<file path="src/rtl/progressive_pixel_accumulator_assert.svh">
// Assertion macros for the progressive pixel accumulator.
// No dependencies; the bodies are empty when SYNTHESIS is defined.
`ifndef PROGRESSIVE_PIXEL_ACCUMULATOR_ASSERT_SVH
`define PROGRESSIVE_PIXEL_ACCUMULATOR_ASSERT_SVH
`ifndef SYNTHESIS
// Condition must hold at every clock edge out of reset.
`define PPA_ASSERT_ALWAYS(label, clk, rst_n, cond) \
    label: assert property (@(posedge clk) disable iff (!rst_n) (cond)) \
        else $error("progressive_pixel_accumulator: invariant violated");
// Consequence must hold in the cycle after the trigger.
`define PPA_ASSERT_NEXT(label, clk, rst_n, ante, cons) \
    label: assert property (@(posedge clk) disable iff (!rst_n) (ante) |=> (cons)) \
        else $error("progressive_pixel_accumulator: sequence violated");
`else
`define PPA_ASSERT_ALWAYS(label, clk, rst_n, cond)
`define PPA_ASSERT_NEXT(label, clk, rst_n, ante, cons)
`endif
`endif

</file>
<file path="src/rtl/ppa_pkg.sv">
// Shared constants and types of the progressive pixel accumulator.
// No dependencies.
package ppa_pkg;
    localparam int X_W        = 10;
    localparam int Y_W        = 10;
    localparam int CHAN_W     = 16;
    localparam int FW_W       = 11;
    localparam int LIN_W      = 21;
    localparam int INDEX_W    = 20;
    localparam int ABGR_W     = 32;
    localparam int BYTE_W     = 8;
    localparam int Q_SHIFT    = 12;
    localparam int NUM_CH     = 3;
    localparam int DIV_STEPS  = 8;
    localparam int LANE_LAT   = DIV_STEPS + 1;
    localparam int FIFO_DEPTH = 32;

    localparam int DEF_MAX_WIDTH  = 1024;
    localparam int DEF_MAX_HEIGHT = 1024;
    localparam int DEF_COUNT_BITS = 16;

    localparam int CFG_INDEX_W = 2;
    localparam int CFG_DATA_W  = 11;

    localparam logic [CFG_INDEX_W-1:0] REG_ACCUMULATE_ENABLE = 2'd0;
    localparam logic [CFG_INDEX_W-1:0] REG_FRAME_WIDTH       = 2'd1;

    localparam logic [FW_W-1:0]   FRAME_WIDTH_RESET = 11'd1024;
    localparam logic [BYTE_W-1:0] ALPHA_OPAQUE      = 8'hFF;

    localparam int CH_RED   = 0;
    localparam int CH_GREEN = 1;
    localparam int CH_BLUE  = 2;

    typedef logic [NUM_CH-1:0][CHAN_W-1:0] t_chan_vec;
endpackage

</file>
<file path="src/rtl/ppa_addr.sv">
// Pixel address pipeline: linear index y * width + x and its storage address
// modulo the memory depth. Depends on ppa_pkg.
module ppa_addr #(
    parameter int PIX_DEPTH = ppa_pkg::DEF_MAX_WIDTH * ppa_pkg::DEF_MAX_HEIGHT,
    parameter int ADDR_W    = 20,
    parameter int TAG_W     = 64
) (
    input  logic                         i_clk,
    input  logic                         i_rst_n,
    input  logic                         i_valid,
    input  logic [ppa_pkg::X_W-1:0]      i_pixel_x,
    input  logic [ppa_pkg::Y_W-1:0]      i_pixel_y,
    input  logic [ppa_pkg::FW_W-1:0]     i_frame_width,
    input  logic [TAG_W-1:0]             i_tag,
    output logic                         o_valid,
    output logic [ADDR_W-1:0]            o_addr,
    output logic [ppa_pkg::INDEX_W-1:0]  o_index,
    output logic [TAG_W-1:0]             o_tag
);
    import ppa_pkg::*;

    // Modulo by the depth uses a reciprocal: the estimated quotient is low
    // by at most one, so one compare and subtract finishes the remainder.
    localparam int DEP_W   = $clog2(PIX_DEPTH + 1);
    localparam int LOG_D   = (PIX_DEPTH > 1) ? $clog2(PIX_DEPTH) : 0;
    localparam int SHIFT   = LIN_W + LOG_D;
    localparam int RECIP_W = LIN_W + 1;
    localparam int PROD_W  = LIN_W + RECIP_W;
    localparam int QD_W    = LIN_W + DEP_W;
    localparam int WIDE_W  = (LIN_W > DEP_W) ? LIN_W : DEP_W;
    localparam logic [63:0]        RECIP64 = (64'd1 << SHIFT) / 64'(PIX_DEPTH);
    localparam logic [RECIP_W-1:0] RECIP   = RECIP64[RECIP_W-1:0];
    localparam logic [DEP_W-1:0]   DEPTH_C = DEP_W'(PIX_DEPTH);

    logic               r1_valid, r2_valid, r3_valid, r4_valid, r5_valid;
    logic [LIN_W-1:0]   r1_prod;
    logic [X_W-1:0]     r1_x;
    logic [LIN_W-1:0]   r2_lin, r3_lin, r4_lin;
    logic [PROD_W-1:0]  r3_qm;
    logic [QD_W-1:0]    r4_qd;
    logic [ADDR_W-1:0]  r5_addr;
    logic [INDEX_W-1:0] r5_index;
    logic [TAG_W-1:0]   r1_tag, r2_tag, r3_tag, r4_tag, r5_tag;

    logic [LIN_W-1:0]   quot;
    logic [LIN_W-1:0]   rem;
    logic [WIDE_W-1:0]  rem_wide;
    logic [WIDE_W-1:0]  rem_mod;

    assign quot     = LIN_W'(r3_qm >> SHIFT);
    assign rem      = r4_lin - r4_qd[LIN_W-1:0];
    assign rem_wide = WIDE_W'(rem);
    assign rem_mod  = (rem_wide >= WIDE_W'(DEPTH_C)) ? rem_wide - WIDE_W'(DEPTH_C) : rem_wide;

    always_ff @(posedge i_clk) begin
        if (!i_rst_n) begin
            r1_valid <= 1'b0;
            r2_valid <= 1'b0;
            r3_valid <= 1'b0;
            r4_valid <= 1'b0;
            r5_valid <= 1'b0;
        end else begin
            r1_valid <= i_valid;
            r2_valid <= r1_valid;
            r3_valid <= r2_valid;
            r4_valid <= r3_valid;
            r5_valid <= r4_valid;
        end
    end

    always_ff @(posedge i_clk) begin
        r1_prod  <= LIN_W'(i_pixel_y) * LIN_W'(i_frame_width);
        r1_x     <= i_pixel_x;
        r1_tag   <= i_tag;
        r2_lin   <= r1_prod + LIN_W'(r1_x);
        r2_tag   <= r1_tag;
        r3_qm    <= PROD_W'(r2_lin) * PROD_W'(RECIP);
        r3_lin   <= r2_lin;
        r3_tag   <= r2_tag;
        r4_qd    <= QD_W'(quot) * QD_W'(DEPTH_C);
        r4_lin   <= r3_lin;
        r4_tag   <= r3_tag;
        r5_addr  <= ADDR_W'(rem_mod);
        r5_index <= r4_lin[INDEX_W-1:0];
        r5_tag   <= r4_tag;
    end

    assign o_valid = r5_valid;
    assign o_addr  = r5_addr;
    assign o_index = r5_index;
    assign o_tag   = r5_tag;
endmodule

</file>
<file path="config.mk">
export PLATFORM = sky130hd
export DESIGN_NAME = ppa_addr
export DESIGN_NICKNAME = d
export VERILOG_FILES = /design/src/rtl/progressive_pixel_accumulator_assert.svh /design/src/rtl/ppa_pkg.sv /design/src/rtl/ppa_addr.sv
export SDC_FILE = /design/constraint.sdc
export NUM_CORES = 1
export LEC_CHECK = 0
export CORE_MARGIN = 2
export CORE_UTILIZATION = 29
export CTS_CLUSTER_SIZE = 24
export DETAILED_ROUTE_END_ITERATION = 7
export DONT_BUFFER_PORTS = 1
export PLACE_DENSITY = 0.53
export SLEW_MARGIN = 5
export SYNTH_ARGS = -nofsm -noshare
export SYNTH_HDL_FRONTEND = slang
export SYNTH_SLANG_ARGS = --single-unit
</file>
<file path="constraint.sdc">
create_clock -name i_clk -period 17.61 [get_ports i_clk]
set_input_delay 3.522 -clock i_clk [delete_from_list [all_inputs] [get_ports i_clk]]
set_output_delay 3.522 -clock i_clk [all_outputs]
set_load 0.01 [all_outputs]
</file>
# ---- Word level (Yosys, flattened, before mapping)
# Index checks and enable logic that the tools add are counted.
dict set report totals {
  ff_bits 460
  input_bits 98
  wordCells 24
}
dict set report classes {
  n_mul 1
  order_cmp 1
  muxes 1
  n_addsub 3
}
# op count
set ops {}
lappend ops {{21-bit by 10-bit adder with 21-bit output} 1}
lappend ops {{21-bit greater-or-equal comparator, second input constant} 1}
lappend ops {{10-bit by 11-bit multiplier with 21-bit output} 1}
lappend ops {{21-bit subtractor} 1}
lappend ops {{20-bit 2-to-1 mux} 1}
lappend ops {{20-bit by 1-bit subtractor with 20-bit output, second input constant} 1}

# ---- Depth between registers and ports, before layout
dict set report logic_depth {
  ltp_word 3
  mapped_depth 19
  mapped_depth_nobuf 18
}

# ---- Worst setup path after synthesis
# OpenSTA, ideal clock, no wires.
dict set report synth_path {
  path_type {input port to flip-flop}
  from {input i_pixel_y[1] (netlist name)}
  to {register r1_prod[19]}
  arrival_ps 7901
  slack_ps 9587
  path_stages 19
  t_required_ps 17489
  setup_time_ps 121
  cell_sequence {clkbuf_1 > nand2_1 > fa_1 > inv_1 > fa_1 > inv_1 > fa_1 > inv_1 > fa_1 > inv_1 > fa_1 > inv_1 > ha_1 > a21oi_1 > o21ai_1 > or3_1 > o21ai_2 > and4b_1 > nor3_2}
}
dict set report synth_between {
  elab_chain_cells 1
}
# item line
set synth_rtl {}
lappend synth_rtl {{from (decl)} ppa_addr.sv:12} ;# input logic [ppa_pkg::Y_W-1:0] i_pixel_y,
lappend synth_rtl {{10-bit by 11-bit multiplier with 21-bit output} ppa_addr.sv:72} ;# r1_prod <= LIN_W'(i_pixel_y) * LIN_W'(i_frame_width);
lappend synth_rtl {{to (signal assigned)} ppa_addr.sv:72}
lappend synth_rtl {{to (decl)} ppa_addr.sv:36} ;# logic [LIN_W-1:0] r1_prod;
# No other way between the ends.
# A chain may end at the register's enable or synchronous reset.

# ---- Worst setup path in the final report
# Ends and elaborated chain as after synthesis.

==> results.ini <==
[detailed_routing]
drc_errors=0
totalWireLength_um=21960
post_drt_wl_per_cell_um=13.66
vias_per_cell=3.833
antenna_left=0
route.vias.total=6163
initialDrtViolationCount=267
drt_first_pass_iters=4

[min_path]
min_delay_worst_endpoint=r4_tag[26]
hold_path.class=reg -> reg
hold_path_startpoint=r3_tag[26]
worstHoldPathCells=0

[sta]
final_max_slew_viol_count=0
clock_skew_ns=0.01408
period_share=0.4213
finalHoldViolations=0
tightest_slew_ns=0.4091
finalSetupViolations=0
fmax_mhz=134.8
min_period_ns=7.419
rsz0062_at_grt=no
maxSlewHeadroom=0.7269
setup_tns_ns=0

[yosys]
synthArstFlopShare=0
synthTopCellsByArea=dfxtp_1 (66%), fa_1 (11%), ha_1 (6.0%)
ys_ff_latch=435
yosysTopAreaCellShare=0.6600
avgSynthCellArea_um2=13.48
ys_warn_count=0
synth_flop_cell=dfxtp_1
synth.distinct_cells=49
synth_seq_area_share=0.6600
netlist_area_um2=13200
synth_top_cells_by_count=dfxtp_1 (435), inv_1 (90), fa_1 (70)
synth_edf_count=0
synth.net_count=1210
synth.most_common_cell=dfxtp_1
yosysTopAreaCell=dfxtp_1
synthCells=979

[grt]
grt_usage=0.09435
grt_first_pass_wirelength_um=35000
first_global_vias=6486
grt_max_degree=18
grt_overflow=0
grt_antenna_before_repair=1

[die]
pin_count=203
coreArea_um2=45190
std_cell_rows=78
die-area_um2=47220
start_util=0.2920
dieWidth_um=217.3
dieHeight_um=217.3

[worst_setup_path]
start_kind=input pin
critPathKind=in -> reg
ff2ff_setup_slack_ns=15.33
cp-end-kind=register
r2r_end=r2_lin[16]
crit_arrival_ns=7.83
reg2reg_from=r1_prod[0]
worst_ep_required_time_ns=18.02
ff2ff_path_depth=9
crit_fanout=11

[clock_tree]
root_buffer=clkbuf_16
clock_path_buffers=3
cts-htree-levels=2
clk_latency_ns=0.53
cts_resized=0
cts_tree=built
postCtsHoldBufs=0
cts_buffers=40
clkSinkCount=435
cts_setup_buffers=0
clkTransAtPathRegs_ns=0.06

[outcome]
status=completed

[cells_and_area]
drive_gt1_frac=0.07738
final_core_util=0.3323
n_antenna_cell=0
final_nets=1212
fillCellCount=4431
area_delta_synth_final_pct=13.78

[placement]
hpwl_um=16450
port_buffers=0
place_congestion=0.8037

[run]
drv_cap=0

[power]
powerDensity_nw_per_um2=178.5
peakVddDrop_uv=88.64
p_leak_nw=6.581

critical path: stages:
cell	delay, ns
nand2_1	0.06
fa_1	0.54
inv_1	0.05
fa_1	0.49
inv_1	0.05
fa_1	0.52
inv_1	0.05
fa_1	0.47
inv_1	0.05
fa_1	0.47
inv_1	0.04
ha_1	0.33
a21oi_1	0.24
o21ai_1	0.12
or3_1	0.33
o21ai_2	0.19
and4b_1	0.23
nor3_2	0.05
area by class of cell:
cell class / instances / area (um^2) / share of cell area
Sequential cell: 435 / 8708 / 0.5801
Multi-Input combinational cell: 414 / 3915 / 0.2608
Clock buffer: 50 / 1119 / 0.07451
Tap cell: 600 / 750.7 / 0.05000
Inverter: 90 / 337.8 / 0.02250
Clock inverter: 19 / 182.7 / 0.01217
worst max path at each step:
stage / from / endpoint / slack, ns / depth (start not counted)
after global routing: i_pixel_y[1] / r1_prod[19] / 10.01 / 18
after CTS: i_pixel_y[1] / r1_prod[19] / 10.23 / 18
after floorplan: i_pixel_y[1] / r1_prod[19] / 9.59 / 19
after detailed placement: i_pixel_y[1] / r1_prod[19] / 9.65 / 18
after global placement: i_pixel_y[1] / r1_prod[19] / 9.69 / 18
final: i_pixel_y[1] / r1_prod[19] / 10.19 / 18
cell usage in the layout (no fill, tap or decap), types with 3 or more instances in the layout:
cell type,instances
inv_1,90
ha_1,63
o21ai_0,7
nor2_1,12
o21a_1,8
clkinv_2,8
a21o_1,8
xor2_1,6
dfxtp_1,435
clkinvlp_4,4
and3_1,3
xnor2_1,28
clkbuf_16,40
nand2_1,62
nand4_1,4
o21bai_1,3
nand3_1,8
a21oi_1,22
o21ai_1,5
nor2b_1,3
clkinv_8,4
o211ai_1,4
clkbuf_8,8
fa_1,70
and2_1,64
a31oi_1,3
kinds of logic after synthesis:
| group | share of synthesized area |
|---|---|
| flip-flops | 0.6600 |
| XOR/XNOR | 0.02380 |
| adder cells (fa/ha/maj) | 0.1659 |
| AO/OA/AOI/OAI | 0.04115 |
| AND/OR/NAND/NOR | 0.06581 |
| buffers and inverters | 0.04333 |
flip-flops by register name (all words and copies together) (netlist names), 10 cells and up:
name     flops
r1_tag      64
r1_x        10
r1_prod     20
r3_qm       20
o_tag       64
r2_lin      20
r3_tag      64
r4_tag      64
o_addr      20
r2_tag      64
r4_lin      20
report_power, final:
group | switching (W) | leakage, nW | total, W | internal [W]
Clock | 0.000352 | 0.635 | 0.000823 | 0.000470
Sequential | 0.0000906 | 3.67 | 0.00123 | 0.00114
Combinational | 0.000340 | 2.28 | 0.000625 | 0.000286
stage by stage:
step	area, um^2	power (W)	instances	hold slack (ns)	setup slack [ns]
after global routing	15010	0.002871	1608	0.3220	10.01
final	15010	0.002680	1608	0.3197	10.19
after detailed placement	13710	0.001888	1539	0.3121	9.649
after CTS	15010	0.002728	1608	0.3173	10.23
after floorplan	13200	0.001773	979	0.3096	9.587
after global placement	13710	0.001882	1539	0.3097	9.691
metal layers:
metal	routed length (um)	track usage	vias to the layer above	share of wire
met2	10070	0.1559	200	0.46
li1	-	-	3055	-
met5	13	0	-	0.00059
met3	1448	0.02614	43	0.066
met4	642	0.03653	2	0.029
met1	9788	0.1168	2863	0.45
Power figures use the tool's default switching activity.
