File: src/rtl/progressive_pixel_accumulator_assert.svh
// Assertion macros for the progressive pixel accumulator.
// No dependencies; the bodies are empty when SYNTHESIS is defined.
`ifndef PROGRESSIVE_PIXEL_ACCUMULATOR_ASSERT_SVH
`define PROGRESSIVE_PIXEL_ACCUMULATOR_ASSERT_SVH
`ifndef SYNTHESIS
// Condition must hold at every clock edge out of reset.
`define PPA_ASSERT_ALWAYS(label, clk, rst_n, cond) \
    label: assert property (@(posedge clk) disable iff (!rst_n) (cond)) \
        else $error("progressive_pixel_accumulator: invariant violated");
// Consequence must hold in the cycle after the trigger.
`define PPA_ASSERT_NEXT(label, clk, rst_n, ante, cons) \
    label: assert property (@(posedge clk) disable iff (!rst_n) (ante) |=> (cons)) \
        else $error("progressive_pixel_accumulator: sequence violated");
`else
`define PPA_ASSERT_ALWAYS(label, clk, rst_n, cond)
`define PPA_ASSERT_NEXT(label, clk, rst_n, ante, cons)
`endif
`endif

File: src/rtl/ppa_pkg.sv
// Shared constants and types of the progressive pixel accumulator.
// No dependencies.
package ppa_pkg;
    localparam int X_W        = 10;
    localparam int Y_W        = 10;
    localparam int CHAN_W     = 16;
    localparam int FW_W       = 11;
    localparam int LIN_W      = 21;
    localparam int INDEX_W    = 20;
    localparam int ABGR_W     = 32;
    localparam int BYTE_W     = 8;
    localparam int Q_SHIFT    = 12;
    localparam int NUM_CH     = 3;
    localparam int DIV_STEPS  = 8;
    localparam int LANE_LAT   = DIV_STEPS + 1;
    localparam int FIFO_DEPTH = 32;

    localparam int DEF_MAX_WIDTH  = 1024;
    localparam int DEF_MAX_HEIGHT = 1024;
    localparam int DEF_COUNT_BITS = 16;

    localparam int CFG_INDEX_W = 2;
    localparam int CFG_DATA_W  = 11;

    localparam logic [CFG_INDEX_W-1:0] REG_ACCUMULATE_ENABLE = 2'd0;
    localparam logic [CFG_INDEX_W-1:0] REG_FRAME_WIDTH       = 2'd1;

    localparam logic [FW_W-1:0]   FRAME_WIDTH_RESET = 11'd1024;
    localparam logic [BYTE_W-1:0] ALPHA_OPAQUE      = 8'hFF;

    localparam int CH_RED   = 0;
    localparam int CH_GREEN = 1;
    localparam int CH_BLUE  = 2;

    typedef logic [NUM_CH-1:0][CHAN_W-1:0] t_chan_vec;
endpackage

File: src/rtl/ppa_lane.sv
// One channel lane: clamps the mean to 1.0 and forms floor(255 * sum /
// (4096 * count)) one quotient bit per stage. Depends on ppa_pkg.
module ppa_lane #(
    parameter int COUNT_BITS = ppa_pkg::DEF_COUNT_BITS,
    parameter int SUM_W      = ppa_pkg::CHAN_W + ppa_pkg::DEF_COUNT_BITS
) (
    input  logic                        i_clk,
    input  logic [SUM_W-1:0]            i_sum,
    input  logic [COUNT_BITS-1:0]       i_count,
    output logic [ppa_pkg::BYTE_W-1:0]  o_byte
);
    import ppa_pkg::*;

    localparam int NUM_W = SUM_W + BYTE_W;
    localparam int DV_W  = COUNT_BITS + Q_SHIFT;

    logic [NUM_W-1:0]  r_rem [DIV_STEPS];
    logic [DV_W-1:0]   r_dv  [DIV_STEPS];
    logic [BYTE_W-1:0] r_q   [DIV_STEPS+1];
    logic              r_sat [DIV_STEPS+1];

    logic [DV_W-1:0]   full;
    logic [NUM_W-1:0]  num;

    assign full = {i_count, {Q_SHIFT{1'b0}}};
    assign num  = (NUM_W'(i_sum) << BYTE_W) - NUM_W'(i_sum);

    always_ff @(posedge i_clk) begin
        r_rem[0] <= num;
        r_dv[0]  <= full;
        r_sat[0] <= NUM_W'(i_sum) >= NUM_W'(full);
        r_q[0]   <= '0;
    end

    // Below saturation the quotient is under 256, so eight restoring steps
    // from the top bit down are exact.
    for (genvar k = 1; k <= DIV_STEPS; k++) begin : g_step
        localparam int BIT = DIV_STEPS - k;
        logic [NUM_W-1:0] trial;
        logic             take;

        assign trial = NUM_W'(r_dv[k-1]) << BIT;
        assign take  = r_rem[k-1] >= trial;

        always_ff @(posedge i_clk) begin
            r_q[k]   <= r_q[k-1] | (take ? (BYTE_W'(1) << BIT) : BYTE_W'(0));
            r_sat[k] <= r_sat[k-1];
        end

        if (k < DIV_STEPS) begin : g_carry
            always_ff @(posedge i_clk) begin
                r_rem[k] <= take ? r_rem[k-1] - trial : r_rem[k-1];
                r_dv[k]  <= r_dv[k-1];
            end
        end
    end

    assign o_byte = r_sat[DIV_STEPS] ? {BYTE_W{1'b1}} : r_q[DIV_STEPS];
endmodule

File: config.mk
export PLATFORM = sky130hd
export DESIGN_NAME = ppa_lane
export DESIGN_NICKNAME = d
export VERILOG_FILES = /design/src/rtl/progressive_pixel_accumulator_assert.svh /design/src/rtl/ppa_pkg.sv /design/src/rtl/ppa_lane.sv
export SDC_FILE = /design/constraint.sdc
export NUM_CORES = 1
export LEC_CHECK = 0
export BUFFER_PORTS_ARGS = -buffer_cell sky130_fd_sc_hd__buf_2
export CORE_MARGIN = 5
export CORE_UTILIZATION = 51
export CTS_BUF_LIST = sky130_fd_sc_hd__clkbuf_8
export CTS_CLUSTER_DIAMETER = 150
export CTS_CLUSTER_SIZE = 12
export DETAILED_ROUTE_END_ITERATION = 6
export PLACE_DENSITY_LB_ADDON = 0.25
export SLEW_MARGIN = 20
export SYNTH_ARGS = -nofsm -noshare
export SYNTH_HDL_FRONTEND = slang
export SYNTH_SLANG_ARGS = --single-unit
File: constraint.sdc
create_clock -name i_clk -period 3.3 [get_ports i_clk]
set_input_delay 0.495 -clock i_clk [delete_from_list [all_inputs] [get_ports i_clk]]
set_output_delay 0.495 -clock i_clk [all_outputs]
set_load 0.005 [all_outputs]
# Word-level counts from Yosys, hierarchy flattened

Memory sizes are Yosys's and may differ from the RTL's.
Index checks and enable logic that the tools add are counted.

Register bits: 0
Memory bits (writable): 625
Input bits: 49
Output and inout bits: 8
Word-level logic and storage cells: 45
Memories kept: 4

Memory list:

| memory | depth | width | rd ports | clocked after Yosys merged registers in | wr ports | RTL line       | text |
|---|---|---|---|---|---|---|---|
| r_rem  | 8     | 40    | 8        | 0                                       | 8        | ppa_lane.sv:17 | `logic [NUM_W-1:0] r_rem [DIV_STEPS];` |
| r_dv   | 8     | 28    | 8        | 0                                       | 8        | ppa_lane.sv:18 | `logic [DV_W-1:0] r_dv [DIV_STEPS];` |
| r_q    | 9     | 8     | 9        | 0                                       | 9        | ppa_lane.sv:19 | `logic [BYTE_W-1:0] r_q [DIV_STEPS+1];` |
| r_sat  | 9     | 1     | 9        | 0                                       | 9        | ppa_lane.sv:20 | `logic r_sat [DIV_STEPS+1];` |

Add/subtract/negate cells: 8
Order comparisons: 9
Mux-type cells: 16
Bitwise operators: 8

Operator list:

| operator        | number |
|---|---|
| $mux 40         | 7 |
| $sub 40x32->40  | 2 |
| $ge 40x28->1    | 1 |
| $ge 40x29->1    | 1 |
| $ge 40x30->1    | 1 |
| $ge 40x31->1    | 1 |
| $ge 40x32->1    | 1 |
| $ge 40x33->1    | 1 |
| $ge 40x34->1    | 1 |
| $ge 40x35->1    | 1 |
| $sub 40x29->40  | 1 |
| $sub 40x30->40  | 1 |
| $sub 40x31->40  | 1 |
| $sub 40x33->40  | 1 |
| $sub 40x34->40  | 1 |
| $sub 40x35->40  | 1 |
| $ge 32x28->1    | 1 |
| $or 8x8->8      | 3 |
| $mux 8          | 2 |
| $or 8x3->8      | 1 |
| $or 8x4->8      | 1 |
| $or 8x5->8      | 1 |
| $or 8x6->8      | 1 |
| $or 8x7->8      | 1 |
| 7 further kinds | 7 |

# Logic depth before layout (Yosys ltp)

An unclocked memory read counts as a cell.

Word-level depth: 4
Depth in mapped cells: 12

# Worst setup path before layout

OpenSTA, ideal clock, no wires.

Path type: register -> register
Start point: memory r_rem[0][58] (netlist bit)
End point: memory r_rem[0][118] (netlist bit)
Library setup time: 119 ps
Arrival time: 2756 ps
Slack: 426 ps
Cell stages (with the launch flop): 13
Clock period less this slack: 2874 ps
Cell sequence: dfxtp_1 > inv_1 > ha_1 > inv_1 > fa_1 > a211oi_2 > o21ai_2 > a21oi_2 > nor3_1 > o221a_2 > or3_4 > or4b_4 > xnor2_2

RTL lines:

| element     | RTL line |
|---|---|
| from (decl) | ppa_lane.sv:17 |

==> flow_summary.json <==
{
  "synth_compound_area_share_pct": 14.72,
  "hold_depth": 1,
  "dp_slack_ns": 0.1577,
  "p_sw_mw": 6.563,
  "ys_ff_latch": 493,
  "coreArea_um2": 40010,
  "grt_usage_pct": 18.70,
  "switching_share_pct": 35.18,
  "placement_rows": 73,
  "ys_warn_count": 0,
  "wire_per_inst_um": 14.90,
  "place_area_um2": 21770,
  "synth_top_family_by_area": "compound AO/OA/AOI/OAI gates",
  "syn_inst": 2150,
  "cts_max_level": 2,
  "drt-total-wl_um": 41640,
  "arrival_ns": 3.62,
  "hold_buffers": 15,
  "final-setup-viol-count": 0,
  "yosysTopAreaCell": "dfxtp_1",
  "min_period_over_period_pct": 95.25,
  "postCtsSetupBuffers": 0,
  "synthAdderAreaFrac_pct": 10.88,
  "vias": 14823,
  "cp_data_required_time_ns": 3.78,
  "io_buffers": 56,
  "p_int_mw": 12.09,
  "drive_gt1_share_pct": 7.974,
  "worstHoldStart": "i_count[0]",
  "die-area_um2": 44770,
  "synth-edff-count": 0,
  "chipHeight_um": 211.6,
  "grt_pass1_wl_um": 70460,
  "synthArstFlopShare_pct": 0,
  "drt-initial-drc-count": 740,
  "diodes": 0,
  "syn_nets": 2375,
  "cts_tree": "yes",
  "rr_endpoint": "r_rem[0][118]",
  "pwr-share-comb_pct": 38.7,
  "reg2reg_slack_ns": 0.16,
  "p_clk_share_pct": 16.7,
  "p_per_area_nw_per_um2": 825.0,
  "clk_latency_ns": 0.59,
  "max_slew_margin_pct": 56.22,
  "grt_max_degree": 29,
  "p_seq_share_pct": 44.6,
  "drc": 0,
  "finalSetupTns_ns": 0,
  "clk_pin_slew_ns": 0.08,
  "synth.avg_cell_area_um2": 9.640,
  "gp_congestion": 0.8980,
  "rr_startpoint": "r_dv[0][40]",
  "vdd_drop_max_mv": 0.3251,
  "mappedNetlistArea_um2": 20730,
  "finClkSkew_ns": 0.01721,
  "finalHoldViolCount": 0,
  "cts-root-buf": "clkbuf_8",
  "reg2reg_depth": 11,
  "hp-class": "in2reg",
  "synthSimpleGateAreaFrac_pct": 14.41,
  "layout_setup_ws_ns": 0.1566,
  "cts_buffers": 47,
  "slowest_delay_ns": 0.53,
  "clock_path_buffers": 3,
  "criticalPathCategory": "reg2reg",
  "drtPass1Iterations": 5,
  "seq_area_frac_synth_pct": 47.62,
  "die_w_um": 211.6,
  "period_minus_slack_ns": 3.143,
  "grt_overflow": 0,
  "synth_cell_types": 79,
  "rsz0062_at_grt": "no",
  "nets": 2492,
  "cts_resized": 0,
  "synth_area_leaders": "dfxtp_1 48%, ha_1 10%, xnor2_1 4.2%",
  "cp_max_fo": 3,
  "grt_pass1_vias": 15064,
  "power_mw": 18.66,
  "cap_violations": 0,
  "area_delta_synth_final_pct": 9.098,
  "cp-start-kind": "register",
  "num_io_pins": 57,
  "postLayoutCellArea_um2": 22610,
  "synth_top_area_share_pct": 47.62,
  "slowest_stage": "or4b_4",
  "synthFlopType": "dfxtp_1",
  "viasPerCell": 5.303,
  "power.leakage_nw": 9.951,
  "crit_chain": "ha_1, inv_1, fa_1, a211oi_2, o21ai_2, a21oi_2, nor3_1, o221a_2, or3_4, or4b_4, xnor2_2",
  "yosys.area_share.xor_xnor_pct": 7.305,
  "fmax_mhz": 318.1,
  "antenna_found_initial": 0,
  "final-max-slew-violation-count": 0,
  "hpwl_um": 33030,
  "synth_mux_area_share_pct": 0.8633,
  "tightest_slew_ns": 0.6401,
  "hold_end": "r_dv[0][12]",
  "ant_nets": 0,
  "start_util_pct": 51.81,
  "clock-sinks": 493,
  "status": "complete, no violations",
  "worstSetupEndpointType": "register"
}
[layout by cell type (no fill, tap or decap), drive strengths merged, types with 10 or more instances in the layout]
master / netlist / routed
a31oi: 11 / 11
nor2: 125 / 125
inv: 203 / 206
and3: 13 / 13
or2: 13 / 13
o21bai: 13 / 13
o21ai: 139 / 139
o31ai: 14 / 14
nor3: 38 / 38
o211ai: 12 / 12
dfxtp: 493 / 493
dlygate4sd3: 0 / 15
mux2: 15 / 15
nor2b: 21 / 21
ha: 169 / 169
a211oi: 21 / 21
or3: 18 / 18
o21a: 30 / 30
nor4: 43 / 43
nand3: 49 / 49
xnor2: 101 / 101
and2: 11 / 11
nand4b: 10 / 10
buf: 3 / 81
a21oi: 136 / 136
nor4b: 10 / 10
nand2b: 20 / 20
a21o: 47 / 47
nand2: 148 / 148
clkbuf: 25 / 48
xor2: 71 / 71
nand4: 18 / 18
[critical path, delay by kind of cell (launching register included)]
kind / cells / cell delay (ns)
buf+inv: 1 / 0.06
fa+ha+maj: 2 / 0.62
flops: 1 / 0.36
xor+xnor: 1 / 0.14
compound gates: 4 / 0.85
simple gates: 3 / 1.00
[logic make-up after synthesis]
kind of cell | count (synthesis)
DFF | 493
adders and majority gates | 176
buffers and inverters | 231
muxes | 16
xor gates and xnor gates | 172
and+or+nand+nor | 579
AOI/OAI and AO/OA | 483
[synth_stat cells, types with 4 or more instances]
master / instances
o2111ai_1: 4
o21bai_1: 13
o21ai_0: 137
nor4b_1: 10
ha_1: 169
nand2_1: 148
or4_1: 6
o211a_1: 4
or2_2: 13
xor2_1: 71
and4b_1: 4
and3_1: 13
a31oi_1: 11
fa_1: 7
o31a_1: 8
nor3_1: 38
and2_1: 11
nand3_1: 49
dfxtp_1: 493
nand4b_1: 10
o21a_1: 30
xnor2_1: 100
nand4_1: 18
nor2_1: 125
mux2_2: 15
a21o_1: 47
nand2b_1: 20
o31ai_1: 14
a2111oi_0: 5
inv_1: 203
or3_1: 17
nand3b_1: 7
nor2b_1: 21
a211oi_1: 20
o211ai_1: 11
a21oi_1: 135
nor4_1: 42
a21boi_0: 6
clkbuf_1: 25
and4_1: 8
nor3b_1: 6
[routing by layer]
| metal | up-vias | track usage [%] | wire length, µm |
|---|---|---|---|
| li1 | 7694 | - | - |
| met1 | 6713 | 21.72 | 17610 |
| met2 | 287 | 33.72 | 20370 |
| met3 | 129 | 2.608 | 1507 |
| met4 | 0 | 9.263 | 2153 |
| met5 | - | 0 | 0 |
[state kept, by name, summed over array words and instances, names as in the netlist]
signal and cells:
r_rem 320, r_q 36, r_dv 128, r_sat 9
[area by class of cell]
cell class | count | area, µm²
inverters | 203 | 762.0
well taps | 525 | 656.9
clock inverters | 4 | 31.28
repair buffers | 96 | 643.1
multi-input cells | 1426 | 9988
clock buffers | 48 | 660.6
fillers | 3480 | 17390
flip-flops and latches | 493 | 9869
[how the worst max path moves through the flow]
stage,start,end,slack [ns],depth (start not counted)
floorplan,r_rem[0][58],r_rem[0][118],0.43,12
global placement,r_rem[0][58],r_rem[0][118],0.23,12
detailed placement,r_dv[0][40],r_rem[0][118],0.16,11
CTS,r_dv[0][40],r_rem[0][118],0.15,11
global route,r_dv[0][13],r_rem[0][65],0.02,11
finish,r_dv[0][40],r_rem[0][118],0.16,11
[metrics by stage]
stage	util (%)	std cells	hold WS (ns)
finish	56.52	2795	0.05565
global route	56.52	2795	0.01963
CTS	56.52	2795	0.0007218
detailed placement	54.42	2728	0.3121
global placement	54.42	2728	0.3101
floorplan	-	2150	0.3096
[power groups by stage]
stage          Combinational [mW]  Sequential, mW  Clock (mW)
2_1_floorplan                5.74            8.17           0
3_3_place_gp                 6.97            8.41           0
3_5_place_dp                 7.15            8.45           0
4_1_cts                      7.20            8.31        3.26
5_1_grt                      8.17            8.51        3.50
6_report                     7.23            8.32        3.11
(Power assumes the default switching activity.)
