### config.mk
export PLATFORM = sky130hd
export DESIGN_NAME = ppa_fifo
export DESIGN_NICKNAME = d
export VERILOG_FILES = /design/src/rtl/progressive_pixel_accumulator_assert.svh /design/src/rtl/ppa_pkg.sv /design/src/rtl/ppa_fifo.sv
export SDC_FILE = /design/constraint.sdc
export NUM_CORES = 1
export LEC_CHECK = 0
export BUFFER_PORTS_ARGS = -buffer_cell sky130_fd_sc_hd__buf_4
export CAP_MARGIN = 20
export CORE_ASPECT_RATIO = 1.4
export CORE_UTILIZATION = 54
export CTS_CLUSTER_SIZE = 8
export DETAILED_ROUTE_END_ITERATION = 10
export GPL_ROUTABILITY_DRIVEN = 0
export HOLD_SLACK_MARGIN = 0.15
export PLACE_DENSITY = 0.7
export SYNTH_ARGS = -nofsm -noshare
export SYNTH_HDL_FRONTEND = slang
export SYNTH_SLANG_ARGS = --single-unit
### constraint.sdc
create_clock -name i_clk -period 7.85 [get_ports i_clk]
set_clock_uncertainty 0.15 [all_clocks]
set_input_delay 0.785 -clock i_clk [delete_from_list [all_inputs] [get_ports i_clk]]
set_output_delay 0.785 -clock i_clk [all_outputs]
set_load 0.02 [all_outputs]
### src/rtl/progressive_pixel_accumulator_assert.svh
// Assertion macros for the progressive pixel accumulator.
// No dependencies; the bodies are empty when SYNTHESIS is defined.
`ifndef PROGRESSIVE_PIXEL_ACCUMULATOR_ASSERT_SVH
`define PROGRESSIVE_PIXEL_ACCUMULATOR_ASSERT_SVH
`ifndef SYNTHESIS
// Condition must hold at every clock edge out of reset.
`define PPA_ASSERT_ALWAYS(label, clk, rst_n, cond) \
    label: assert property (@(posedge clk) disable iff (!rst_n) (cond)) \
        else $error("progressive_pixel_accumulator: invariant violated");
// Consequence must hold in the cycle after the trigger.
`define PPA_ASSERT_NEXT(label, clk, rst_n, ante, cons) \
    label: assert property (@(posedge clk) disable iff (!rst_n) (ante) |=> (cons)) \
        else $error("progressive_pixel_accumulator: sequence violated");
`else
`define PPA_ASSERT_ALWAYS(label, clk, rst_n, cond)
`define PPA_ASSERT_NEXT(label, clk, rst_n, ante, cons)
`endif
`endif

### src/rtl/ppa_pkg.sv
// Shared constants and types of the progressive pixel accumulator.
// No dependencies.
package ppa_pkg;
    localparam int X_W        = 10;
    localparam int Y_W        = 10;
    localparam int CHAN_W     = 16;
    localparam int FW_W       = 11;
    localparam int LIN_W      = 21;
    localparam int INDEX_W    = 20;
    localparam int ABGR_W     = 32;
    localparam int BYTE_W     = 8;
    localparam int Q_SHIFT    = 12;
    localparam int NUM_CH     = 3;
    localparam int DIV_STEPS  = 8;
    localparam int LANE_LAT   = DIV_STEPS + 1;
    localparam int FIFO_DEPTH = 32;

    localparam int DEF_MAX_WIDTH  = 1024;
    localparam int DEF_MAX_HEIGHT = 1024;
    localparam int DEF_COUNT_BITS = 16;

    localparam int CFG_INDEX_W = 2;
    localparam int CFG_DATA_W  = 11;

    localparam logic [CFG_INDEX_W-1:0] REG_ACCUMULATE_ENABLE = 2'd0;
    localparam logic [CFG_INDEX_W-1:0] REG_FRAME_WIDTH       = 2'd1;

    localparam logic [FW_W-1:0]   FRAME_WIDTH_RESET = 11'd1024;
    localparam logic [BYTE_W-1:0] ALPHA_OPAQUE      = 8'hFF;

    localparam int CH_RED   = 0;
    localparam int CH_GREEN = 1;
    localparam int CH_BLUE  = 2;

    typedef logic [NUM_CH-1:0][CHAN_W-1:0] t_chan_vec;
endpackage

### src/rtl/ppa_fifo.sv
// Result queue: holds finished pixels until the consumer takes them.
// DEPTH must be a power of two. Takes its default sizes from ppa_pkg.
module ppa_fifo #(
    parameter int DATA_W = ppa_pkg::INDEX_W + ppa_pkg::ABGR_W,
    parameter int DEPTH  = ppa_pkg::FIFO_DEPTH
) (
    input  logic              i_clk,
    input  logic              i_rst_n,
    input  logic              i_push,
    input  logic [DATA_W-1:0] i_data,
    input  logic              i_pop,
    output logic              o_valid,
    output logic [DATA_W-1:0] o_data
);
    localparam int PTR_W = (DEPTH > 1) ? $clog2(DEPTH) : 1;
    localparam int CNT_W = $clog2(DEPTH + 1);

    logic [DATA_W-1:0] r_mem [DEPTH];
    logic [PTR_W-1:0]  r_wr_ptr;
    logic [PTR_W-1:0]  r_rd_ptr;
    logic [CNT_W-1:0]  r_count;
    logic              do_pop;

    assign o_valid = r_count != '0;
    assign do_pop  = i_pop && o_valid;
    assign o_data  = r_mem[r_rd_ptr];

    always_ff @(posedge i_clk) begin
        if (i_push) begin
            r_mem[r_wr_ptr] <= i_data;
        end
    end

    always_ff @(posedge i_clk) begin
        if (!i_rst_n) begin
            r_wr_ptr <= '0;
            r_rd_ptr <= '0;
            r_count  <= '0;
        end else begin
            if (i_push) begin
                r_wr_ptr <= r_wr_ptr + PTR_W'(1);
            end
            if (do_pop) begin
                r_rd_ptr <= r_rd_ptr + PTR_W'(1);
            end
            r_count <= r_count + CNT_W'(i_push) - CNT_W'(do_pop);
        end
    end
endmodule
Word level (Yosys, flattened, before mapping)
Memory sizes are Yosys's and may differ from the RTL's. A register that Yosys moved wholly into a read port is not among the register bits.
Cells that the tools add are included.
W data, S select, Z words.
{"block": "word_totals", "elab_cells": 14, "memories": 1, "inputBits": 56, "register_bits": 16, "mem_bits_rw": 1664, "out_inout_bits": 53}
{"block": "classes", "add_sub_neg": 4, "mux": 4, "reduce_logical": 2}
{"name": "r_mem", "words": 32, "word_bits": 52, "rd": 1, "rd_clocked_by_memory_dff": 1, "wr": 1, "line": "ppa_fifo.sv:18", "rtl": "logic [DATA_W-1:0] r_mem [DEPTH];"}
{"operator": "$add A5 B1 Y5 const B", "count": 2}
{"operator": "$mux W5", "count": 2}
{"operator": "$add A6 B1 Y6", "count": 1}
{"operator": "$reduce_bool A6 Y1", "count": 1}
{"operator": "$sub A6 B1 Y6", "count": 1}
{"operator": "$mux W1", "count": 2}
{"operator": "$logic_and A1 B1 Y1", "count": 1}

Longest topological paths before layout
Gate-level depths: netlist (run 1).
{"block": "depth", "ltp_word": 4, "ltp_mapped": 13, "mapped_depth_nobuf": 12}

Least setup slack after synthesis (run 1)
No wires, ideal clock.
{"block": "synth_timing", "path_kind": "input-to-reg", "from": "in i_push", "to": "mem r_mem[3][0] in the netlist's numbering, enable pin", "t_arrival_ps": 6174, "t_required_ps": 7110, "slack_ps": 935, "path_stages": 3, "setup_ps": 590, "n_path_buf": 1, "path_cell_list": "clkbuf_1 -> nand2_1 -> nor4_1"}
{"block": "synth_between", "elab_chain_cells": 2}
{"item": "start: declaration", "line": "ppa_fifo.sv:9", "rtl": "input logic i_push,"}
{"item": "$mux W1", "line": "ppa_fifo.sv:29", "rtl": "if (i_push) begin"}
{"item": "$mux W1 (not written as such)", "line": "ppa_fifo.sv:30", "rtl": "r_mem[r_wr_ptr] <= i_data;"}
{"item": "end: declaration", "line": "ppa_fifo.sv:18"}
Every way passes these cells.

==> results of run 1 <==
[cells by family after synthesis]
| group | synth area share, % |
|---|---|
| AO/OA/AOI/OAI | 4.55 |
| AND/OR/NAND/NOR | 3.08 |
| multiplexers | 12.7 |
| XOR/XNOR | 0.122 |
| buffers and inverters | 1.37 |
| adder cells (fa/ha/maj) | 0.263 |
| flip-flops | 77.9 |
[timing repair]
action | in CTS | in global routing
gates resized for setup | 0 | 0
hold buffers | 7 | 0
endpoints found under the hold margin | 14 | 0
[worst min path at each step]
stage	start	to	slack, ps	depth (start not counted)
after detailed placement	r_rd_ptr[1]$_SDFFE_PN0P_	flop	350	2
after CTS	i_data[0]	r_mem[21][0]$_DFFE_PP_	150	1
after global routing	i_data[33]	r_mem[15][33]$_DFFE_PP_	180	1
after global placement	r_rd_ptr[1]$_SDFFE_PN0P_	flop	320	2
after floorplan	r_rd_ptr[1]$_SDFFE_PN0P_	flop	320	2
final	i_data[25]	r_mem[17][25]$_DFFE_PP_	200	1
[metrics by stage]
step                      worst slack (ps)  hold slack, ps  util, %  cells
after global routing                  2040             182     62.4   5056
after floorplan                        935             321        -   3213
after CTS                             2190             151     62.3   5052
final                                 2200             200     62.4   5056
after global placement                3070             322     57.1   4788
after detailed placement              3110             345     57.1   4789
[placed cells by master (no fill, tap or decap), types with 52 or more instances in the layout]
cell | Yosys | routed
mux4_2 | 208 | 208
nor2b_1 | 105 | 104
mux2_2 | 312 | 312
edfxtp_1 | 1664 | 1664
o21ai_0 | 107 | 107
a211oi_1 | 104 | 104
clkbuf_16 | 0 | 228
a22o_1 | 104 | 104
nor3_1 | 119 | 107
buf_4 | 10 | 177
or4_1 | 52 | 52
o22ai_1 | 104 | 104
[per-layer routing]
metal / global-route usage, % / wire (microns) / vias up
li1: - / - / 13642
met1: 34.3 / 59900 / 17351
met2: 46.0 / 83100 / 1593
met3: 4.52 / 12200 / 344
met4: 9.97 / 5530 / 2
met5: 0 / 13 / -
[sequential cells by signal, summed over array words and instances (netlist names), named ones only]
register	cells
r_wr_ptr	5
r_rd_ptr	5
r_mem	1664
r_count	6
[power by group through the flow]
stage,sequential (mW),clock [mW],combinational [mW]
5_1_grt,10.0,9.01,2.18
4_1_cts,10.0,8.66,2.07
3_5_place_dp,10.2,0,2.05
3_3_place_gp,10.2,0,2.00
2_1_floorplan,10.2,0,1.31
6_report,10.0,8.57,2.05
[area by class of cell]
| cell class | instances | area (sq um) |
|---|---|---|
| diodes | 2 | 5.00 |
| repair buffers | 190 | 1540 |
| fillers | 7954 | 44500 |
| flip-flops and latches | 1685 | 50400 |
| well taps | 1585 | 1980 |
| multi-input cells | 1325 | 13700 |
| clock buffers | 241 | 5760 |
| inverters | 13 | 48.8 |
| clock inverters | 15 | 313 |
==> reports/summary.txt, run 1 <==
status -> completed
num ports -> 109
setup repair after global routing missed its margin -> no
endpoint of the worst-slack reg-to-reg timing path -> r_mem[21][50]$_DFFE_PP_
dominant cells by area after synthesis -> edfxtp_1, mux4_2, mux2_2
final hold violation count -> 0
clock tree root driver cell -> clkbuf_16
clock tree from TritonCTS -> built
cell seen most often among critical-path stages -> buf_4
time the worst path needs with I/O delays and setup -> 5650 ps
Reg clk slew, reported paths -> 50 ps
routed wirelength normalized by instance count -> 31.8 microns
area growth from synthesis to layout -> 14.0%
post-synthesis area per instance -> 20.1 sq um
detailed-router iteration count before antenna repair -> 5
classification of the worst-slack hold path -> in2reg
critical path startpoint category -> flop
post-synth net total -> 3282
post-detailed-route DRC marker count -> 0
number of instances in the synthesized netlist -> 3213
synth unique cells -> 43
arrival time at the worst endpoint -> 4720 ps
Congestion Overflow GR -> 0
P per Cell Area -> 280 nW/um^2
proportion of netlist area held by the largest area contributor -> 77.3%
total via count in the routed design -> 32932
share of total power in sequential cells -> 48.6%
pin count of the biggest net entering global routing -> 196
Die W -> 294 microns
post-synthesis async set-or-reset flop share -> 0%
clock insertion delay at the later pin of the skew report -> 840 ps
flip-flop and latch count after synthesis -> 1685
leakage power -> 22.9 nW
portion of the clock cycle consumed by the worst path in the final layout -> 72.0%
Total Neg Setup Slack -> 0 ps
Setup Buffers After CTS -> 0
first-iteration detailed-routing DRC count -> 3412
vias in the first global route -> 34108
startpoint of the worst-slack reg-to-reg timing path -> r_wr_ptr[4]$_SDFFE_PN0P_
Crit path required time -> 6910 ps
Max-Slew Margin vs Limit -> 19.6%
placed standard-cell area -> 67500 sq um
switching share of power -> 22.9%
antenna violations before repair -> 5
number of H-tree levels -> 4
count of yosys warnings during synthesis -> 0
biggest cell delay along the critical path -> 960 ps
most numerous cell in the Yosys netlist -> edfxtp_1
Total Routing Usage GR -> 26.8%
Pint -> 15.9 mW
share of power burned in combinational logic -> 9.9%
cell depth of the worst flop-to-flop path -> 4
Commonest cells post-synth -> edfxtp_1, mux2_2, mux4_2, clkbuf_1, nor3_1
first-pass GRT wire length -> 230000 microns
share of final-layout standard cells stronger than drive strength 1 -> 28.6%
Vert. Die Dim -> 411 microns
die outline area -> 121000 sq um
maximum count of clock buffers along a single path -> 3
post-synthesis instance area -> 64700 sq um
Worst VDD drop -> 0.000236 V
endpoint type of the worst setup path -> output port
predominant post-synthesis flop cell -> edfxtp_1
max-slew violation count -> 0
number of buffers created by CTS -> 228
post-route cell area -> 73700 sq um
Worst Path Max Fanout -> 65
Tightest Pin Transition -> 1210 ps
Placement Rows -> 149
Worst Setup EP -> o_data[50]
Largest delay share family, worst path -> buffers and inverters
Routed Antenna Nets -> 0
fraction of power consumed by the clock network -> 41.5%
sequential fraction of the synthesis area -> 77.9%
Clock Sinks -> 1685
post-detailed-route via-to-cell ratio -> 6.51
switching power -> 4.73 mW
Register-to-Register Setup Slack -> 3980 ps
WP depth -> 7
Critical path buffers and inverters -> 3
category of the most critical setup path -> reg2out
Overall Power -> 20.7 mW
count of port buffers added during placement -> 108
library cell contributing the largest single delay on the critical path -> dfxtp_4
number of enable flip-flop cells after synthesis -> 1664
overall routed net length -> 161000 microns
starting utilization of the core area -> 54.7%
top achievable clock speed -> 177 MHz
post-synthesis cell type with the largest combined area -> edfxtp_1
nets -> 3512
total setup violations reported at the end of the flow -> 0
half-perimeter wire length after detailed placement -> 76400 microns
max-capacitance violation count -> 0
Cell Chain, Critical Path -> buf_4, buf_4, mux2_2, o22ai_1, nor3_1, or4_1, buf_4
area of the core -> 118000 sq um
Note: power is estimated with default switching activity, not from simulation.
==> run 2, diff against run 1 <==
--- a/config.mk
+++ b/config.mk
@@ -13,7 +13,7 @@
 export DETAILED_ROUTE_END_ITERATION = 10
 export GPL_ROUTABILITY_DRIVEN = 0
 export HOLD_SLACK_MARGIN = 0.15
-export PLACE_DENSITY = 0.7
+export PLACE_DENSITY = 0.73
 export SYNTH_ARGS = -nofsm -noshare
 export SYNTH_HDL_FRONTEND = slang
 export SYNTH_SLANG_ARGS = --single-unit
==> constraint.sdc (replaced) <==
create_clock -name i_clk -period 5.1 [get_ports i_clk]
set_clock_uncertainty 0.15 [all_clocks]
set_input_delay 0.51 -clock i_clk [delete_from_list [all_inputs] [get_ports i_clk]]
set_output_delay 0.51 -clock i_clk [all_outputs]
set_load 0.02 [all_outputs]
==> reports/summary.txt, run 2 (same netlist as run 1, synthesis figures left out) <==
total via count in the routed design -> 33474
Total Routing Usage GR -> 26.2%
flip-flop count of the largest register after layout -> 1664
Routed Antenna Nets -> 0
count of port buffers added during placement -> 108
Setup Buffers After CTS -> 0
detailed-router iteration count before antenna repair -> 5
final hold slack -> 368 ps
count of cells along the worst hold path -> 2
register bank with the most flops -> r_mem
clock tree root driver cell -> clkbuf_16
Die W -> 294 microns
vias in the first global route -> 33953
half-perimeter wire length after detailed placement -> 81400 microns
classification of the worst-slack hold path -> reg2reg
starting utilization of the core area -> 54.7%
endpoint type of the worst setup path -> output port
post-detailed-route via-to-cell ratio -> 6.49
die outline area -> 121000 sq um
status -> completed
Congestion Overflow GR -> 0
Worst Path Max Fanout -> 28
# hold bufs at CTS -> 56
clock insertion delay at the later pin of the skew report -> 820 ps
P per Cell Area -> 429 nW/um^2
number of buffers created by CTS -> 229
Tightest Pin Transition -> 1090 ps
worst slack at placement -> 1300 ps
routed wirelength normalized by instance count -> 30.6 microns
first-iteration detailed-routing DRC count -> 3698
share of final-layout standard cells stronger than drive strength 1 -> 28.7%
Resize count post-CTS -> 0
max-slew violation count -> 0
most used cells in the layout excluding fill and tap cells -> edfxtp_1, mux2_2, clkbuf_16
time the worst path needs with I/O delays and setup -> 4590 ps
Reg clk slew, reported paths -> 50 ps
critical path startpoint category -> flop
total setup violations reported at the end of the flow -> 0
Worst Slack Setup Final -> 508 ps
area of the core -> 118000 sq um
cell depth of the worst flop-to-flop path -> 4
maximum count of clock buffers along a single path -> 3
most frequent standard cell in the layout excluding fill and tap cells -> edfxtp_1
biggest cell delay along the critical path -> 680 ps
library cell contributing the largest single delay on the critical path -> or4_1
Crit path required time -> 4440 ps
category of the most critical setup path -> reg2out
leakage power -> 23.3 nW
Max-Slew Margin vs Limit -> 27.3%
Clock Sinks -> 1685
Placement Rows -> 149
final hold violation count -> 0
arrival time at the worst endpoint -> 3930 ps
area growth from synthesis to layout -> 15.6%
num ports -> 109
cell seen most often among critical-path stages -> buf_4
Vert. Die Dim -> 411 microns
top achievable clock speed -> 218 MHz
nets -> 3594
Worst VDD drop -> 0.000343 V
Cell Chain, Critical Path -> buf_12, buf_4, mux4_2, a22o_1, or4_1, buf_4
portion of the clock cycle consumed by the worst path in the final layout -> 90.0%
setup repair after global routing missed its margin -> no
clock tree from TritonCTS -> built
antenna violations before repair -> 5
Overall Power -> 32.0 mW
number of H-tree levels -> 4
Total Neg Setup Slack -> 0 ps
pin count of the biggest net entering global routing -> 114
post-detailed-route DRC marker count -> 0
final non-filler cell total -> 5157
first-pass GRT wire length -> 226000 microns
total placed cells including tap cells -> 4823
overall routed net length -> 158000 microns
largest registers in the final layout -> r_mem (1664), r_count (6)
max-capacitance violation count -> 0
run 2: cell types whose count changed in the layout (fill, tap and decap cells not counted), sizes merged:
cell | previous run | this run
clkbuf | 241 | 263
inv | 18 | 21
dlygate4sd3 | 7 | 56
diode | 2 | 1
bufinv | 0 | 1
buf | 183 | 215
clkinv | 10 | 5
run 2: stage by stage:
step	util (%)	area (sq um)
floorplan	-	64700
global placement	57.6	68100
detailed placement	57.6	68100
CTS	63.3	74800
global route	63.3	74800
finish	63.3	74800
run 2: area by class of cell:
| class | count | area (sq um) |
|---|---|---|
| inverters | 13 | 48.8 |
| clock buffers | 263 | 5880 |
| clock inverters | 14 | 264 |
| fillers | 7872 | 43400 |
| repair buffers | 271 | 2500 |
| well taps | 1585 | 1980 |
| flip-flops and latches | 1685 | 50400 |
| diodes | 1 | 2.50 |
| multi-input cells | 1325 | 13700 |
run 2: power by group:
part | internal (mW) | leakage, nW | total (mW) | switching, mW
Clock | 8.01 | 2.99 | 13.3 | 5.33
Combinational | 1.37 | 5.19 | 3.26 | 1.89
Sequential | 15.4 | 15.2 | 15.4 | 0.0745
Total | 24.7 | 23.3 | 32.0 | 7.30
run 2: worst max-delay path, delay by kind of cell (launching register included):
| kind | cells | cell delay (ps) |
|---|---|---|
| AO/OA/AOI/OAI | 1 | 250 |
| multiplexers | 1 | 550 |
| AND/OR/NAND/NOR | 1 | 680 |
| buffers and inverters | 3 | 950 |
| flip-flops | 1 | 660 |
run 2: path summary, 6_finish.rpt:
kind | startpoint | end | slack (ps)
hold / removal | r_rd_ptr[1]$_SDFFE_PN0P_ | r_rd_ptr[1]$_SDFFE_PN0P_ | 370
setup reg to reg | r_wr_ptr[4]$_SDFFE_PN0P_ | r_mem[21][43]$_DFFE_PP_ | 1710
hold reg to reg | r_rd_ptr[1]$_SDFFE_PN0P_ | r_rd_ptr[1]$_SDFFE_PN0P_ | 370
setup / recovery | flop | o_data[49] | 510
run 2: per-layer routing:
| layer | wire [microns] | up-vias | global-route usage, % |
|---|---|---|---|
| li1 | - | 13838 | - |
| met1 | 58700 | 17600 | 33.8 |
| met2 | 80800 | 1661 | 44.4 |
| met3 | 12700 | 371 | 4.73 |
| met4 | 5690 | 4 | 10.1 |
| met5 | 25 | - | 0 |
